### config.mk
export PLATFORM = sky130hd
export DESIGN_NAME = sdoc_lane
export DESIGN_NICKNAME = d
export VERILOG_FILES = /design/src/rtl/sdoc_pkg.sv /design/src/rtl/sdoc_lane.sv
export SDC_FILE = /design/constraint.sdc
export NUM_CORES = 1
export LEC_CHECK = 0
export ABC_AREA = 1
export BUFFER_PORTS_ARGS = -buffer_cell sky130_fd_sc_hd__buf_2
export CORE_UTILIZATION = 35
export DETAILED_ROUTE_END_ITERATION = 8
export PLACE_DENSITY = 0.58
export SYNTH_ARGS = -nofsm -noshare
export SYNTH_HDL_FRONTEND = slang
export SYNTH_SLANG_ARGS = --single-unit
export TNS_END_PERCENT = 10
### constraint.sdc
create_clock -name clk -period 5.68 [get_ports clk]
set_input_delay 0.284 -clock clk [delete_from_list [all_inputs] [get_ports clk]]
set_output_delay 0.284 -clock clk [all_outputs]
set_load 0.02 [all_outputs]
### src/rtl/sdoc_pkg.sv
`timescale 1ns / 1ps
// ----------------------------------------------------------------------------
// sdoc_pkg
// Shared types and constants of the still-detect offset calibrator.
// ----------------------------------------------------------------------------
package sdoc_pkg;

  localparam int SAMPLE_COUNT = 1000;
  localparam int NUM_AXES     = 3;
  localparam int NUM_SLOTS    = 6;
  localparam int SAMPLE_W     = 16;
  localparam int CNT_W        = $clog2(SAMPLE_COUNT);
  localparam int SUM_W        = SAMPLE_W + CNT_W + 1;
  localparam int QUO_W        = 16;
  localparam int CORR_W       = 18;
  localparam int TOTAL_W      = 19;
  localparam int MEAN_SHIFT   = 32768;
  localparam int DIV_BIAS     = SAMPLE_COUNT * MEAN_SHIFT + SAMPLE_COUNT / 2;
  localparam int SAT_MAX      = 32767;
  localparam int SAT_MIN      = -32768;

  // The biased sum is divided by SAMPLE_COUNT as a shift right by three
  // followed by a multiply with ceil(2^30 / 125) and a shift right by 30.
  localparam int DIV_PRE_SHIFT = 3;
  localparam int DIV_IN_W      = 23;
  localparam int RECIP_W       = 24;
  localparam int RECIP_MULT    = 8589935;
  localparam int RECIP_SHIFT   = 30;
  localparam int PROD_W        = DIV_IN_W + RECIP_W;

  localparam int SLOT_W         = 3;
  localparam int GYRO_SLOT_BASE = 3;
  localparam int AXIS_W         = 2;
  localparam int LAST_AXIS      = NUM_AXES - 1;
  localparam int ACCEL_Z_AXIS   = 2;
  localparam int MAX_PHYS_AXIS  = 2;

  localparam int CFG_ADDR_W = 4;
  localparam int CFG_DATA_W = 32;

  localparam logic [1:0] REG_SENSOR_KIND = 2'd0;
  localparam logic [1:0] REG_MOTION_TOL  = 2'd1;
  localparam logic [1:0] REG_SLOT_MAP    = 2'd2;
  localparam logic [1:0] REG_SIGN_MAP    = 2'd3;

  localparam logic [15:0] MOTION_TOL_RST = 16'd64;
  localparam logic [5:0]  SLOT_MAP_RST   = 6'd33;

  localparam logic CMD_START  = 1'b0;
  localparam logic CMD_SAMPLE = 1'b1;

  localparam logic KIND_MOTION = 1'b0;
  localparam logic KIND_OFFSET = 1'b1;

  localparam logic SENSOR_GYRO  = 1'b0;
  localparam logic SENSOR_ACCEL = 1'b1;

  typedef logic signed [SAMPLE_W-1:0] sample_t;
  typedef logic signed [CORR_W-1:0]   corr_t;
  typedef logic [SLOT_W-1:0]          slot_t;
  typedef logic [AXIS_W-1:0]          axis_t;

  typedef enum logic [1:0] {
    PH_IDLE,
    PH_SEED,
    PH_COLLECT
  } phase_t;

  typedef enum logic [1:0] {
    ST_RUN,
    ST_DIVIDE,
    ST_EMIT
  } ctrl_state_t;

  typedef struct packed {
    logic seed;
    logic commit;
    logic load;
    logic step;
  } lane_ctl_t;

  typedef struct packed {
    logic  we;
    axis_t axis;
  } offs_ctl_t;

endpackage

### src/rtl/sdoc_lane.sv
`timescale 1ns / 1ps
// ----------------------------------------------------------------------------
// sdoc_lane
// One axis lane: motion check against the previous sample, running sum, and a
// reciprocal multiplier that turns the finished sum into a rounded correction.
// ----------------------------------------------------------------------------
module sdoc_lane (
  input  logic                clk,
  input  logic                rst_n,
  input  sdoc_pkg::lane_ctl_t ctl,
  input  sdoc_pkg::sample_t   sample,
  input  logic [15:0]         tolerance,
  input  logic                negate,
  output logic                moved,
  output sdoc_pkg::corr_t     corr
);

  sdoc_pkg::sample_t                       prev_r, prev_nxt;
  logic signed [sdoc_pkg::SUM_W-1:0]       sum_r, sum_nxt;
  logic [sdoc_pkg::DIV_IN_W-1:0]           div_r, div_nxt;
  logic [sdoc_pkg::QUO_W-1:0]              quo_r, quo_nxt;

  logic signed [16:0]                      diff;
  logic [16:0]                             abs_diff;
  logic signed [sdoc_pkg::SUM_W-1:0]       new_sum;
  logic signed [sdoc_pkg::SUM_W:0]         biased;
  logic [sdoc_pkg::PROD_W-1:0]             product;
  sdoc_pkg::corr_t                         corr_raw;

  always_comb begin
    diff     = {prev_r[15], prev_r} - {sample[15], sample};
    abs_diff = diff[16] ? 17'(-diff) : 17'(diff);
    moved    = abs_diff > {1'b0, tolerance};
    new_sum  = sum_r + sdoc_pkg::SUM_W'(sample);
    biased   = $signed({new_sum[sdoc_pkg::SUM_W-1], new_sum})
               + $signed((sdoc_pkg::SUM_W + 1)'(sdoc_pkg::DIV_BIAS));
    product  = div_r * sdoc_pkg::RECIP_W'(sdoc_pkg::RECIP_MULT);
  end

  always_comb begin
    prev_nxt = prev_r;
    sum_nxt  = sum_r;
    div_nxt  = div_r;
    quo_nxt  = quo_r;
    if (ctl.seed) begin
      prev_nxt = sample;
      sum_nxt  = '0;
    end
    if (ctl.commit) begin
      prev_nxt = sample;
      sum_nxt  = new_sum;
    end
    if (ctl.load) begin
      sum_nxt = '0;
      div_nxt = biased[sdoc_pkg::DIV_PRE_SHIFT +: sdoc_pkg::DIV_IN_W];
    end
    if (ctl.step) begin
      quo_nxt = product[sdoc_pkg::RECIP_SHIFT +: sdoc_pkg::QUO_W];
    end
  end

  always_ff @(posedge clk) begin
    if (!rst_n) begin
      prev_r <= '0;
      sum_r  <= '0;
    end else begin
      prev_r <= prev_nxt;
      sum_r  <= sum_nxt;
    end
  end

  always_ff @(posedge clk) begin
    div_r <= div_nxt;
    quo_r <= quo_nxt;
  end

  always_comb begin
    corr_raw = $signed({2'b00, quo_r}) - $signed(sdoc_pkg::CORR_W'(sdoc_pkg::MEAN_SHIFT));
    corr     = negate ? -corr_raw : corr_raw;
  end

endmodule

### After elaboration in Yosys (flattened, before gate mapping)

Index checks and enable logic that the tools add are counted.

* ROM bits: 0
* memories: 0
* bits in registers: 82
* bits in writable memories: 0
* word-level logic and storage cells: 21
* output and inout bits: 19
* latch bits: 0

* div/mod/pow operators: 0
* $mul: 1
* equality and inequality tests: 0
* magnitude comparators: 1
* shift operators: 0
* bitwise gates (word level): 1
* muxes and demuxes: 6
* reductions and logical operators: 2
* add/sub/neg operators: 6

Operator list (count)
* $mux 27: 2
* $mul 23x24->46 const B: 1
* $mux 16: 2
* $add 27x16->27: 1
* $add 26x26->26 const B: 1
* $mux 18: 1
* $neg 17->18: 1
* $gt 17x16->1: 1
* $mux 17: 1
* $neg 17->17: 1
* $sub 16x16->17: 1
* $sub 16x16->17 const B: 1
* $reduce_bool 2->1: 1
* $reduce_or 2->1: 1
* $not 1->1: 1

### Logic depth before layout (Yosys ltp)

* depth after elaboration: 4
* mapped depth: 27

### Worst setup path before layout

No wires, ideal clock.

* path type: register -> register
* start point: register div_r[20] (netlist name)
* end point: register quo_r[7] (netlist name), data pin
* required time: 5.428 ns
* cell stages (with the launch flop): 23
* slack: -0.252 ns
* setup time: 0.252 ns
* arrival time: 5.680 ns
* clock period less this slack: 5.932 ns
* cells stage by stage: edfxtp_1 fa_1 inv_1 fa_1 inv_1 fa_1 fa_1 fa_1 inv_1 fa_1 inv_1 fa_1 ha_1 a21oi_1 inv_1 a21oi_1 a21boi_0 nor2_1 nor2_1 o21ai_0 nand2_1 a21o_1 nand2_1

* cells in the longest elaborated chain, start to end: 1

Ends and longest elaborated chain
* start, declared: RTL line sdoc_lane.sv:20 `logic [sdoc_pkg::DIV_IN_W-1:0] div_r, div_nxt;`
* start signal, assigned: RTL line sdoc_lane.sv:73 `div_r <= div_nxt;`
* $mul 23x24->46: RTL line sdoc_lane.sv:37 `product = div_r * sdoc_pkg::RECIP_W'(sdoc_pkg::RECIP_MULT);`
* named net product (one bit): RTL line sdoc_lane.sv:27 `logic [sdoc_pkg::PROD_W-1:0] product;`
* end signal, assigned: RTL line sdoc_lane.sv:74 `quo_r <= quo_nxt;`
* end, declared: RTL line sdoc_lane.sv:21 `logic [sdoc_pkg::QUO_W-1:0] quo_r, quo_nxt;`

The timed path passes the listed nets, and every way through them passes these cells.
A chain may end at the register's enable or synchronous reset.

### Final worst setup path

* start point: register div_r[21] (netlist name)
* end point: register quo_r[7] (netlist name), data pin

Same word-level chain as after synthesis.

==> results.yml <==
clock_tree:
  clockRootBuffer: "clkbuf_16"
  cts_inserted_buffers: 9
  worstSkewPairLatency_ns: 0.37
  cts_htree_levels: 3
  cts_sinks: 81
  cts.clk_slew.worst_paths_ns: 0.07
  clock_path_buffers: 2
  cts_tree: "done"
detailed_routing:
  dr.pass1.iters: 5
  wl_um: 43700
  drc: 0
  ant_nets: 0
  num_vias: 14000
  detail_route.vias_per_cell: 4.75
  wl_per_cell_um: 14.8
  drt-initial-drc-count: 647
timing:
  final-setup-viol-count: 4
  fin_crit_ns: 5.78
  hold_viol_final: 0
  min_period_over_period_pct: 102
  fin_ws_ns: -0.103
  max_slew.worst_pin.slew_ns: 1.08
  fmax_mhz: 173
  fin_skew_ns: 0.0153
  slew-limit-headroom_pct: 27.9
  report.final.slew_viol_count: 0
  rsz0062_at_grt: "true"
worst_setup_path:
  crit_fanout: 4
  arrival_ns: 5.91
  path_class: "reg -> reg"
  worst-endpoint-required_ns: 5.80
  end_kind: "register"
  setup.worst_path.start_class: "register"
placed_design:
  gp_congestion: 0.929
  io_buffers: 57
  hpwlAfterDp_um: 38600
synth:
  yosys_most_used_dff: "dfxtp_1"
  yosysUniqueCellTypes: 52
  synthTopCellsByCount: "inv_1 (525), nand2_1 (436), ha_1 (297), fa_1 (157), nor2_1 (136)"
  postSynthCellCount: 2168
  ys_seq_area_share_pct: 12.4
  synth_top_cell_by_area: "ha_1"
  synth-edff-count: 39
  synth_area_leaders: "ha_1 (23%), fa_1 (19%), inv_1 (12%), nand2_1 (10%), edfxtp_1 (7.2%)"
  ys_ff_latch: 81
  async_reset_ff_share_pct: 0
  yosysWarnings: 0
  synth_top_area_share_pct: 22.9
  yosysMostFrequentCell: "inv_1"
  synthesis.nets: 2661
  postSynthAreaPerCell_um2: 7.50
  syn_area_um2: 16300
die:
  core_um2: 45600
  die_x_um: 217
  dieArea_um2: 47300
  start_util_pct: 35.7
  rows: 78
  num_io_pins: 58
  fp.dieH_um: 217
run_status:
  status: "complete, but fails checks"
  violations: "setup timing"
hold_path:
  min_path_type: "in -> reg"
layout:
  nets: 2836
  area_growth_pct: 15.1
  diodes: 0
  drive_above_1_share_pct: 13.3
  final_core_util_pct: 41.1
global_route:
  antenna_found_initial: 1
  grt_pass1_vias: 14300
  grt_pass1_wl_um: 71900
  grtUsageTotal_pct: 19.2
  grt_max_degree: 31
  overflow: 0
flow_run:
  cap_violations: 0
[cell families after synthesis]
family | synth area share, %
AO/OA/AOI/OAI | 8.27
XOR/XNOR | 3.60
adder cells (fa/ha/maj) | 42.2
buffers and inverters | 12.8
flip-flops | 12.4
AND/OR/NAND/NOR | 20.8
[state kept, by name, indices dropped and copies added (netlist names)]
register,count
div_r,23
quo_r,16
prev_r,16
sum_r,26
[worst max-delay path, cell delays in order, from the launching register on]
cell,delay (ns)
edfxtp_1,0.48
fa_2,0.64
inv_2,0.04
fa_1,0.48
inv_1,0.05
fa_1,0.53
fa_1,0.43
fa_1,0.49
inv_1,0.05
fa_1,0.49
inv_2,0.04
fa_1,0.51
ha_4,0.22
a21oi_4,0.13
inv_2,0.05
a21oi_2,0.16
a21boi_4,0.21
nor2_1,0.06
nor2_1,0.11
o21ai_2,0.09
nand2_1,0.10
a21o_1,0.12
nand2_1,0.04
[cell usage in the layout (no fill, tap or decap), types with 6 or more instances in the layout]
cell type	instances
edfxtp_1	39
nand4_1	31
xnor2_1	19
nand2_2	22
nor3_1	19
o21ai_1	8
nand3_1	86
ha_4	7
fa_1	155
o21ai_0	54
buf_4	121
clkbuf_16	9
nand2_1	429
nor2_1	124
nand3_2	6
inv_2	11
dfxtp_1	42
xor2_1	44
a21oi_2	12
nand3b_1	8
buf_2	57
nor2_2	23
ha_1	289
a21oi_1	120
a21o_1	11
a31oi_1	7
inv_1	520
[layer usage]
metal | track usage [%] | up-vias | routed length [µm]
met1 | 24.1 | 6587 | 19900
li1 | - | 7153 | -
met5 | 0 | - | 12
met4 | 4.91 | 2 | 932
met2 | 34.6 | 207 | 21700
met3 | 1.99 | 43 | 1180
[final timing paths]
kind	startpoint	to	slack (ns)	cells after the start
worst max-delay path	div_r[21]	quo_r[7]	-0.10	22
worst min-delay path	sample[11]	prev_r[11]	0.22	3
worst max register to register	div_r[21]	quo_r[7]	-0.10	22
worst min register to register	sum_r[9]	sum_r[9]	0.47	2
[through the flow]
stage                     setup TNS, ns  std cells  hold WS (ns)  cell area [µm²]  worst slack (ns)
after CTS                         -1.05       2941         0.213            18500            -0.193
after floorplan                -0.00336       2168         0.396            16300          -0.00336
after global routing              -2.98       2948         0.233            18700            -0.275
after detailed placement          -3.52       2923         0.461            18100            -0.343
final                            -0.278       2948         0.225            18700            -0.103
after global placement            -2.52       2923         0.453            18100            -0.251
[what timing repair did]
item                                    4_1_cts  5_1_grt
endpoints found under the setup margin       16       16
pin swaps                                    22       31
setup buffers                                 2        7
resized for setup                            21       44
hold endpoints to repair                      0        0
hold buffers                                  0        0
[area by class of cell]
cell class	instances	area, µm²
Clock inverter	6	48.8
Sequential cell	81	2010
Fill cell	4691	26900
Inverter	531	1990
Multi-Input combinational cell	1539	12500
Tap cell	600	751
Clock buffer	10	229
Timing Repair Buffer	181	1230
Power is left out: the tool's default activity adds up to more than one toggle a clock period on the data nets, which glitch-free logic cannot reach.
