## src/rtl/sdoc_pkg.sv

```systemverilog
`timescale 1ns / 1ps
// ----------------------------------------------------------------------------
// sdoc_pkg
// Shared types and constants of the still-detect offset calibrator.
// ----------------------------------------------------------------------------
package sdoc_pkg;

  localparam int SAMPLE_COUNT = 1000;
  localparam int NUM_AXES     = 3;
  localparam int NUM_SLOTS    = 6;
  localparam int SAMPLE_W     = 16;
  localparam int CNT_W        = $clog2(SAMPLE_COUNT);
  localparam int SUM_W        = SAMPLE_W + CNT_W + 1;
  localparam int QUO_W        = 16;
  localparam int CORR_W       = 18;
  localparam int TOTAL_W      = 19;
  localparam int MEAN_SHIFT   = 32768;
  localparam int DIV_BIAS     = SAMPLE_COUNT * MEAN_SHIFT + SAMPLE_COUNT / 2;
  localparam int SAT_MAX      = 32767;
  localparam int SAT_MIN      = -32768;

  // The biased sum is divided by SAMPLE_COUNT as a shift right by three
  // followed by a multiply with ceil(2^30 / 125) and a shift right by 30.
  localparam int DIV_PRE_SHIFT = 3;
  localparam int DIV_IN_W      = 23;
  localparam int RECIP_W       = 24;
  localparam int RECIP_MULT    = 8589935;
  localparam int RECIP_SHIFT   = 30;
  localparam int PROD_W        = DIV_IN_W + RECIP_W;

  localparam int SLOT_W         = 3;
  localparam int GYRO_SLOT_BASE = 3;
  localparam int AXIS_W         = 2;
  localparam int LAST_AXIS      = NUM_AXES - 1;
  localparam int ACCEL_Z_AXIS   = 2;
  localparam int MAX_PHYS_AXIS  = 2;

  localparam int CFG_ADDR_W = 4;
  localparam int CFG_DATA_W = 32;

  localparam logic [1:0] REG_SENSOR_KIND = 2'd0;
  localparam logic [1:0] REG_MOTION_TOL  = 2'd1;
  localparam logic [1:0] REG_SLOT_MAP    = 2'd2;
  localparam logic [1:0] REG_SIGN_MAP    = 2'd3;

  localparam logic [15:0] MOTION_TOL_RST = 16'd64;
  localparam logic [5:0]  SLOT_MAP_RST   = 6'd33;

  localparam logic CMD_START  = 1'b0;
  localparam logic CMD_SAMPLE = 1'b1;

  localparam logic KIND_MOTION = 1'b0;
  localparam logic KIND_OFFSET = 1'b1;

  localparam logic SENSOR_GYRO  = 1'b0;
  localparam logic SENSOR_ACCEL = 1'b1;

  typedef logic signed [SAMPLE_W-1:0] sample_t;
  typedef logic signed [CORR_W-1:0]   corr_t;
  typedef logic [SLOT_W-1:0]          slot_t;
  typedef logic [AXIS_W-1:0]          axis_t;

  typedef enum logic [1:0] {
    PH_IDLE,
    PH_SEED,
    PH_COLLECT
  } phase_t;

  typedef enum logic [1:0] {
    ST_RUN,
    ST_DIVIDE,
    ST_EMIT
  } ctrl_state_t;

  typedef struct packed {
    logic seed;
    logic commit;
    logic load;
    logic step;
  } lane_ctl_t;

  typedef struct packed {
    logic  we;
    axis_t axis;
  } offs_ctl_t;

endpackage

```

## src/rtl/sdoc_offset.sv

```systemverilog
`timescale 1ns / 1ps
// ----------------------------------------------------------------------------
// sdoc_offset
// Merge stage: maps each logical axis to its physical slot and applies the lane
// corrections, one axis per cycle with we set, to saturating stored offsets.
// ----------------------------------------------------------------------------
module sdoc_offset (
  input  logic                clk,
  input  logic                rst_n,
  input  sdoc_pkg::offs_ctl_t ctl,
  input  sdoc_pkg::corr_t     corr [sdoc_pkg::NUM_AXES],
  input  logic                sensor_kind,
  input  logic [5:0]          slot_map,
  output sdoc_pkg::slot_t     slot,
  output sdoc_pkg::sample_t   value
);

  sdoc_pkg::sample_t                   stored_r [sdoc_pkg::NUM_SLOTS];
  logic [1:0]                          phys;
  logic [1:0]                          phys_raw;
  logic signed [sdoc_pkg::TOTAL_W-1:0] total;
  sdoc_pkg::corr_t                     corr_sel;

  always_comb begin
    phys_raw = slot_map[{ctl.axis, 1'b0} +: 2];
    phys     = (phys_raw > 2'(sdoc_pkg::MAX_PHYS_AXIS)) ? 2'(sdoc_pkg::MAX_PHYS_AXIS) : phys_raw;
    slot     = (sensor_kind == sdoc_pkg::SENSOR_ACCEL)
               ? sdoc_pkg::SLOT_W'(phys)
               : sdoc_pkg::SLOT_W'(phys) + sdoc_pkg::SLOT_W'(sdoc_pkg::GYRO_SLOT_BASE);
    case (ctl.axis)
      2'd0:    corr_sel = corr[0];
      2'd1:    corr_sel = corr[1];
      default: corr_sel = corr[2];
    endcase
    total = sdoc_pkg::TOTAL_W'(stored_r[slot]) + sdoc_pkg::TOTAL_W'(corr_sel);
    if (sensor_kind == sdoc_pkg::SENSOR_ACCEL && ctl.axis == 2'(sdoc_pkg::ACCEL_Z_AXIS)) begin
      value = '0;
    end else if (total > sdoc_pkg::TOTAL_W'(sdoc_pkg::SAT_MAX)) begin
      value = 16'(sdoc_pkg::SAT_MAX);
    end else if (total < sdoc_pkg::TOTAL_W'(sdoc_pkg::SAT_MIN)) begin
      value = 16'(sdoc_pkg::SAT_MIN);
    end else begin
      value = total[15:0];
    end
  end

  always_ff @(posedge clk) begin
    if (!rst_n) begin
      for (int i = 0; i < sdoc_pkg::NUM_SLOTS; i++) begin
        stored_r[i] <= '0;
      end
    end else if (ctl.we) begin
      stored_r[slot] <= value;
    end
  end

endmodule

```

## config.mk

```make
export PLATFORM = sky130hd
export DESIGN_NAME = sdoc_offset
export DESIGN_NICKNAME = d
export VERILOG_FILES = /design/src/rtl/sdoc_pkg.sv /design/src/rtl/sdoc_offset.sv
export SDC_FILE = /design/constraint.sdc
export NUM_CORES = 1
export LEC_CHECK = 0
export ABC_CLOCK_PERIOD_IN_PS = 15660
export BUFFER_PORTS_ARGS = -buffer_cell sky130_fd_sc_hd__buf_2
export CELL_PAD_IN_SITES_DETAIL_PLACEMENT = 0
export CELL_PAD_IN_SITES_GLOBAL_PLACEMENT = 1
export CORE_UTILIZATION = 35
export DETAILED_ROUTE_END_ITERATION = 10
export GPL_TIMING_DRIVEN = 0
export PLACE_DENSITY_LB_ADDON = 0.3
export SYNTH_ARGS = -nofsm -noshare
export SYNTH_HDL_FRONTEND = slang
export SYNTH_SLANG_ARGS = --single-unit
```

## constraint.sdc

```tcl
create_clock -name clk -period 15.66 [get_ports clk]
set_clock_uncertainty 0.05 [all_clocks]
set_input_delay 1.566 -clock clk [delete_from_list [all_inputs] [get_ports clk]]
set_output_delay 1.566 -clock clk [all_outputs]
set_load 0.02 [all_outputs]
```

## After elaboration in Yosys (flattened, before gate mapping)

Memory sizes are Yosys's and may differ from the RTL's.
Index checks and enable logic that the tools add are counted.

| operators by class | value |
|---|---|
| $add $sub $neg | 2 |
| magnitude comparators | 3 |
| equal/unequal tests | 2 |
| shifts and indexed selects | 1 |
| mux-type cells | 13 |
| reductions and logical operators | 3 |

Operators with widths:

| kind | number |
|---|---|
| 2-to-1 mux 16 bit | 4 |
| one-hot mux 18 bit (2 select lines) | 1 |
| adder 16 x 18 -> 19 bit | 1 |
| greater-than comparator 19 x 16 -> 1 bit (second input constant) | 1 |
| less-than comparator 19 x 16 -> 1 bit (second input constant) | 1 |
| OR reduction 16 bit | 1 |
| 2-to-1 mux 3 bit | 2 |
| indexed part select 6 x 4 -> 2 bit | 1 |
| 2-to-1 mux 1 bit | 5 |
| adder 2 x 2 -> 3 bit (second input constant) | 1 |
| == test 2 x 1 -> 1 bit (second input constant) | 1 |
| == test 2 bit (second input constant) | 1 |
| greater-than comparator 2 bit (second input constant) | 1 |
| logical NOT 2 bit | 1 |
| 2-to-1 mux 2 bit | 1 |
| logical AND 1 bit | 1 |

| word-level totals | value |
|---|---|
| register bits | 0 |
| bits in writable memories | 96 |
| bits of input ports | 66 |
| output and inout bits | 19 |
| word-level logic and storage cells | 25 |
| memories | 1 |

Memory list:

| name | words | width | read ports | clocked after Yosys merged registers in | write ports | RTL line | source |
|---|---|---|---|---|---|---|---|
| stored_r | 6 | 16 | 1 | 0 | 6 | sdoc_offset.sv:18 | `sdoc_pkg::sample_t stored_r [sdoc_pkg::NUM_SLOTS];` |

## Longest topological paths before layout

An unclocked memory read counts as a cell.

| logic depth | value |
|---|---|
| word-level depth | 12 |
| gate-level depth with buffers | 16 |
| mapped depth without buffers | 15 |

## Least setup slack after synthesis

No wires, ideal clock.

| path | value |
|---|---|
| kind | input to output |
| start | input port ctl[1] (netlist bit) |
| end | output port value[0] |
| arrival time | 6,157 ps |
| data required time | 14,044 ps |
| path slack | 7,887 ps |
| stages on the path | 16 |
| buffers on the path | 2 |
| cells stage by stage | mux2i_1 o22ai_1 nand2b_1 xor2_2 buf_2 mux2_2 mux4_2 ha_1 o21ai_1 a211oi_2 a211oi_1 or3_4 a2111oi_4 nor2_2 buf_6 nor4_1 |

| between the ends | value |
|---|---|
| longest elaborated chain between the ends | 11 |
| elaborated cells on any way between the ends | 17 |
| those cells by class | 2 x add/sub; 3 x order compare; 2 x eq/ne; 1 x shift; 6 x mux; 2 x reduce/logical; 1 x memory |

RTL lines:

| what | RTL line | source |
|---|---|---|
| start: declaration | sdoc_offset.sv:10 | `input sdoc_pkg::offs_ctl_t ctl,` |
| indexed part select 6 x 4 -> 2 bit (*) | sdoc_offset.sv:25 | `phys_raw = slot_map[{ctl.axis, 1'b0} +: 2];` |
| greater-than comparator 2 bit | sdoc_offset.sv:26 | `phys = (phys_raw > 2'(sdoc_pkg::MAX_PHYS_AXIS)) ? 2'(sdoc_pkg::MAX_PHYS_AXIS) : phys_raw;` |
| 2-to-1 mux 2 bit (*) | sdoc_offset.sv:26 |  |
| adder 2 x 2 -> 3 bit | sdoc_offset.sv:29 | `: sdoc_pkg::SLOT_W'(phys) + sdoc_pkg::SLOT_W'(sdoc_pkg::GYRO_SLOT_BASE);` |
| 2-to-1 mux 3 bit (*) | sdoc_offset.sv:28 | `? sdoc_pkg::SLOT_W'(phys)` |
| named net slot[0] | sdoc_offset.sv:14 | `output sdoc_pkg::slot_t slot,` |
| memory read (6 x 16 bit) (*) | - |  |
| adder 16 x 18 -> 19 bit (*) | sdoc_offset.sv:35 | `total = sdoc_pkg::TOTAL_W'(stored_r[slot]) + sdoc_pkg::TOTAL_W'(corr_sel);` |
| less-than comparator 19 x 16 -> 1 bit | sdoc_offset.sv:40 | `end else if (total < sdoc_pkg::TOTAL_W'(sdoc_pkg::SAT_MIN)) begin` |
| 2-to-1 mux 16 bit | sdoc_offset.sv:40 |  |
| 2-to-1 mux 16 bit (*) | sdoc_offset.sv:38 | `end else if (total > sdoc_pkg::TOTAL_W'(sdoc_pkg::SAT_MAX)) begin` |
| 2-to-1 mux 16 bit (*) | sdoc_offset.sv:36 | `if (sensor_kind == sdoc_pkg::SENSOR_ACCEL && ctl.axis == 2'(sdoc_pkg::ACCEL_Z_AXIS)) begin` |
| end: declaration | sdoc_offset.sv:15 | `output sdoc_pkg::sample_t value` |

Mark *: on every way through the listed nets, which the timed path passes. The rest lies on a longest branch.

## Worst setup path after layout

| path | value |
|---|---|
| start | input port ctl[1] (netlist bit) |
| end | output port value[5] |

| between the ends | value |
|---|---|
| longest elaborated chain between the ends | 11 |
| elaborated cells on any way between the ends | 17 |
| those cells by class | 2 x add/sub; 3 x order compare; 2 x eq/ne; 1 x shift; 6 x mux; 2 x reduce/logical; 1 x memory |

RTL lines:

| what | RTL line |
|---|---|
| indexed part select 6 x 4 -> 2 bit | sdoc_offset.sv:25 |
| greater-than comparator 2 bit | sdoc_offset.sv:26 |
| 2-to-1 mux 2 bit | sdoc_offset.sv:26 |
| adder 2 x 2 -> 3 bit | sdoc_offset.sv:29 |
| 2-to-1 mux 3 bit | sdoc_offset.sv:28 |
| memory read (6 x 16 bit) | - |
| adder 16 x 18 -> 19 bit | sdoc_offset.sv:35 |
| less-than comparator 19 x 16 -> 1 bit | sdoc_offset.sv:40 |
| 2-to-1 mux 16 bit | sdoc_offset.sv:40 |
| 2-to-1 mux 16 bit | sdoc_offset.sv:38 |
| 2-to-1 mux 16 bit (*) | sdoc_offset.sv:36 |

Every way passes the cells marked *; elsewhere a longest branch is shown, timed or not.

==> results.ini <==
[global_route]
grt_pass1_vias=4809
antenna_found_initial=0
grt_max_degree=18
grt_pass1_wl_um=26760
grt_overflow=0
grt_usage_pct=19.78

[power]
pwr-share-clk_pct=23.7
ir_worst_vdd_mv=0.08039
p_leak_nw=2.740
power_frac_seq_pct=31.9
combPwrFrac_pct=44.5
swShare_pct=41.91
power_density_nw_per_um2=135.1
internal-power_uw=565.4
netSwitchingPower_uw=407.9

[floorplanning]
core.rowCount=48
io-pin-count=85
initial_core_util_pct=35.67
coreArea_um2=17240
dieArea_um2=18100
die_h_um=134.5
die_w_um=134.5

[setup_path]
max_stage_delay_ps=520
path_cells=buf_2 > mux2i_1 > o22ai_1 > nand2b_1 > xor2_2 > buf_2 > mux2_1 > mux4_2 > ha_1 > a211o_1 > a21o_1 > a221oi_1 > nand3_1 > o21ai_1 > nand2_1 > clkbuf_1 > nor3_1 > buf_2
crit_fanout=10
cp_data_required_time_ps=14040
critPathTopFamily=compound AO/OA/AOI/OAI gates
endpoint_kind=output port
critPathKind=primary input to output port
cpMostUsedCell=buf_2
path_buf_inv=4
crit_arrival_ps=7620
slowest_stage=mux4_2
cp-start-kind=primary input

[timing]
fin_crit_ps=9240
finalCritPeriodShare_pct=59.00
worst_pin_slew_ps=1038
setup_viol=0
timing.setup.tns_ps=0
rsz0062_at_grt=no
hold_violations=0
fmax_ghz=0.1082
relSlewSlack_pct=30.78
maxSlewViolCount=0

[yosys]
ys.flop_type=edfxtp_1
async_flop_share_pct=0
syn_nets=619
synth_top_family_by_area=simple AND/OR/NAND/NOR gates
muxShareOfSynthArea_pct=14.98
ys_seq_area_share_pct=46.89
synth_compound_area_share_pct=11.42
synth_edf_count=96
synthXorXnorAreaFrac_pct=2.116
synthAdderAreaFrac_pct=3.989
ys_types=57
ys_seq_elements=96
syn_avg_cell_area_um2=11.51
synthesis.area_um2=6148
synthSimpleGateAreaFrac_pct=18.27
netlist_instances=534
yosysWarnings=0

[place]
gp_congestion=0.8229
portBuffers=83
detailed_place_hpwl_um=12980
place_area_um2=6902

[final_layout]
drive_above_1_share_pct=30.50
largest_register=stored_r
top_regs=stored_r x96
final_area_um2=7204
layout_common_cells=edfxtp_1 (96), buf_2 (87), nor3_1 (87)
nNetsFinal=716
final_common_cell=edfxtp_1
antenna_cells=0
synthToLayoutAreaGrowth_pct=17.18
largest_reg_flops=96

[cts]
clk_latency_ps=350
cts_buffer_depth=2
clkTransAtPathRegs_ps=80
htree_levels=3
clkSinkCount=96
cts_made_buffers=9
cts_root_buf=clkbuf_16
ctsResizeCount=0
cts_setup_buffers=0
hold_buffers=0
cts_tree=yes

[routing]
via_per_inst=5.612
wl_per_cell_um=20.31
vias=4832
final_antenna_net_count=0
drt-total-wl_um=17490
first_pass_iters=4
drtIter0Drc=333
drcViolationCount=0

[run_status]
status=complete, no violations

[worst_hold_path]
hp-class=flop to flop

[job]
drv_cap=0

-- kinds of logic after synthesis --
kind of cell               Yosys count
and+or+nand+nor                    200
adders and majority gates           19
AOI/OAI and AO/OA                  105
xor gates and xnor gates            14
DFF                                 96
buffers and inverters               32
muxes                               68
-- power by group through the flow --
stage          Combinational (mW)  Clock (mW)  Sequential, mW
6_report                    0.433       0.230           0.310
5_1_grt                     0.465       0.240           0.312
4_1_cts                     0.431       0.230           0.310
3_5_place_dp                0.429           0           0.316
3_3_place_gp                0.422           0           0.316
2_1_floorplan               0.306           0           0.314
-- cell type report --
class	count	area (µm²)
clock buffer	9	225.2
buffer	28	128.9
timing repair buffer	86	460.4
multi-input combinational	406	3133
inverter	4	15.01
clock inverter	7	77.57
sequential	96	2883
tap	225	281.5
fill	1651	10030
-- worst reg2reg max path: stages (launching register included) --
cell,delay [ps]
edfxtp_1,360
mux2_1,310
mux4_2,520
ha_1,420
a211o_1,350
a2111oi_0,520
a221oi_1,120
nand3_1,190
o21ai_1,280
nand2_1,270
clkbuf_1,590
nor3_1,120
-- routing by layer --
layer  routed length [µm]  global-route usage, %
met1                 8284                  27.54
met5                    0                      0
met4                  408                  6.617
met3                  969                  2.402
met2                 7829                  31.98
-- per-stage QoR --
stage	setup WS, ps	util, %	cells	hold WS [ps]	power (mW)
2_1_floorplan	7887	-	534	1053	0.6204
3_3_place_gp	6598	39.71	842	1145	0.7372
3_5_place_dp	6534	40.04	845	1177	0.7448
4_1_cts	6483	41.80	861	1197	0.9712
5_1_grt	6195	41.80	861	1238	1.017
6_report	6420	41.80	861	1209	0.9733
-- Yosys cell counts (9+ instances only) --
master    number  area (µm²)
a21oi_1       26       130.1
a21oi_2       10       87.58
clkbuf_1      16       60.06
edfxtp_1      96        2883
ha_1          18       225.2
mux2_2        29       326.6
mux2i_1       20       200.2
mux4_2        16       360.4
nand2_1       38       142.6
nand3_1       11       55.05
nor2_1        14       52.55
nor3_1        87       435.4
nor3_4         9       146.4
nor4_1        12       75.07
o21ai_0       28       140.1
-- path summary, 6_finish.rpt --
kind                                      start              end  slack [ps]  cells past startpoint
worst max-delay path                     ctl[1]         value[5]        6420                     18
worst min-delay path             stored_r[2][0]   stored_r[5][0]        1210                      4
worst max register to register  stored_r[1][12]  stored_r[1][13]       11290                     11
worst min register to register   stored_r[2][0]   stored_r[5][0]        1210                      4
(Power assumes the default switching activity.)
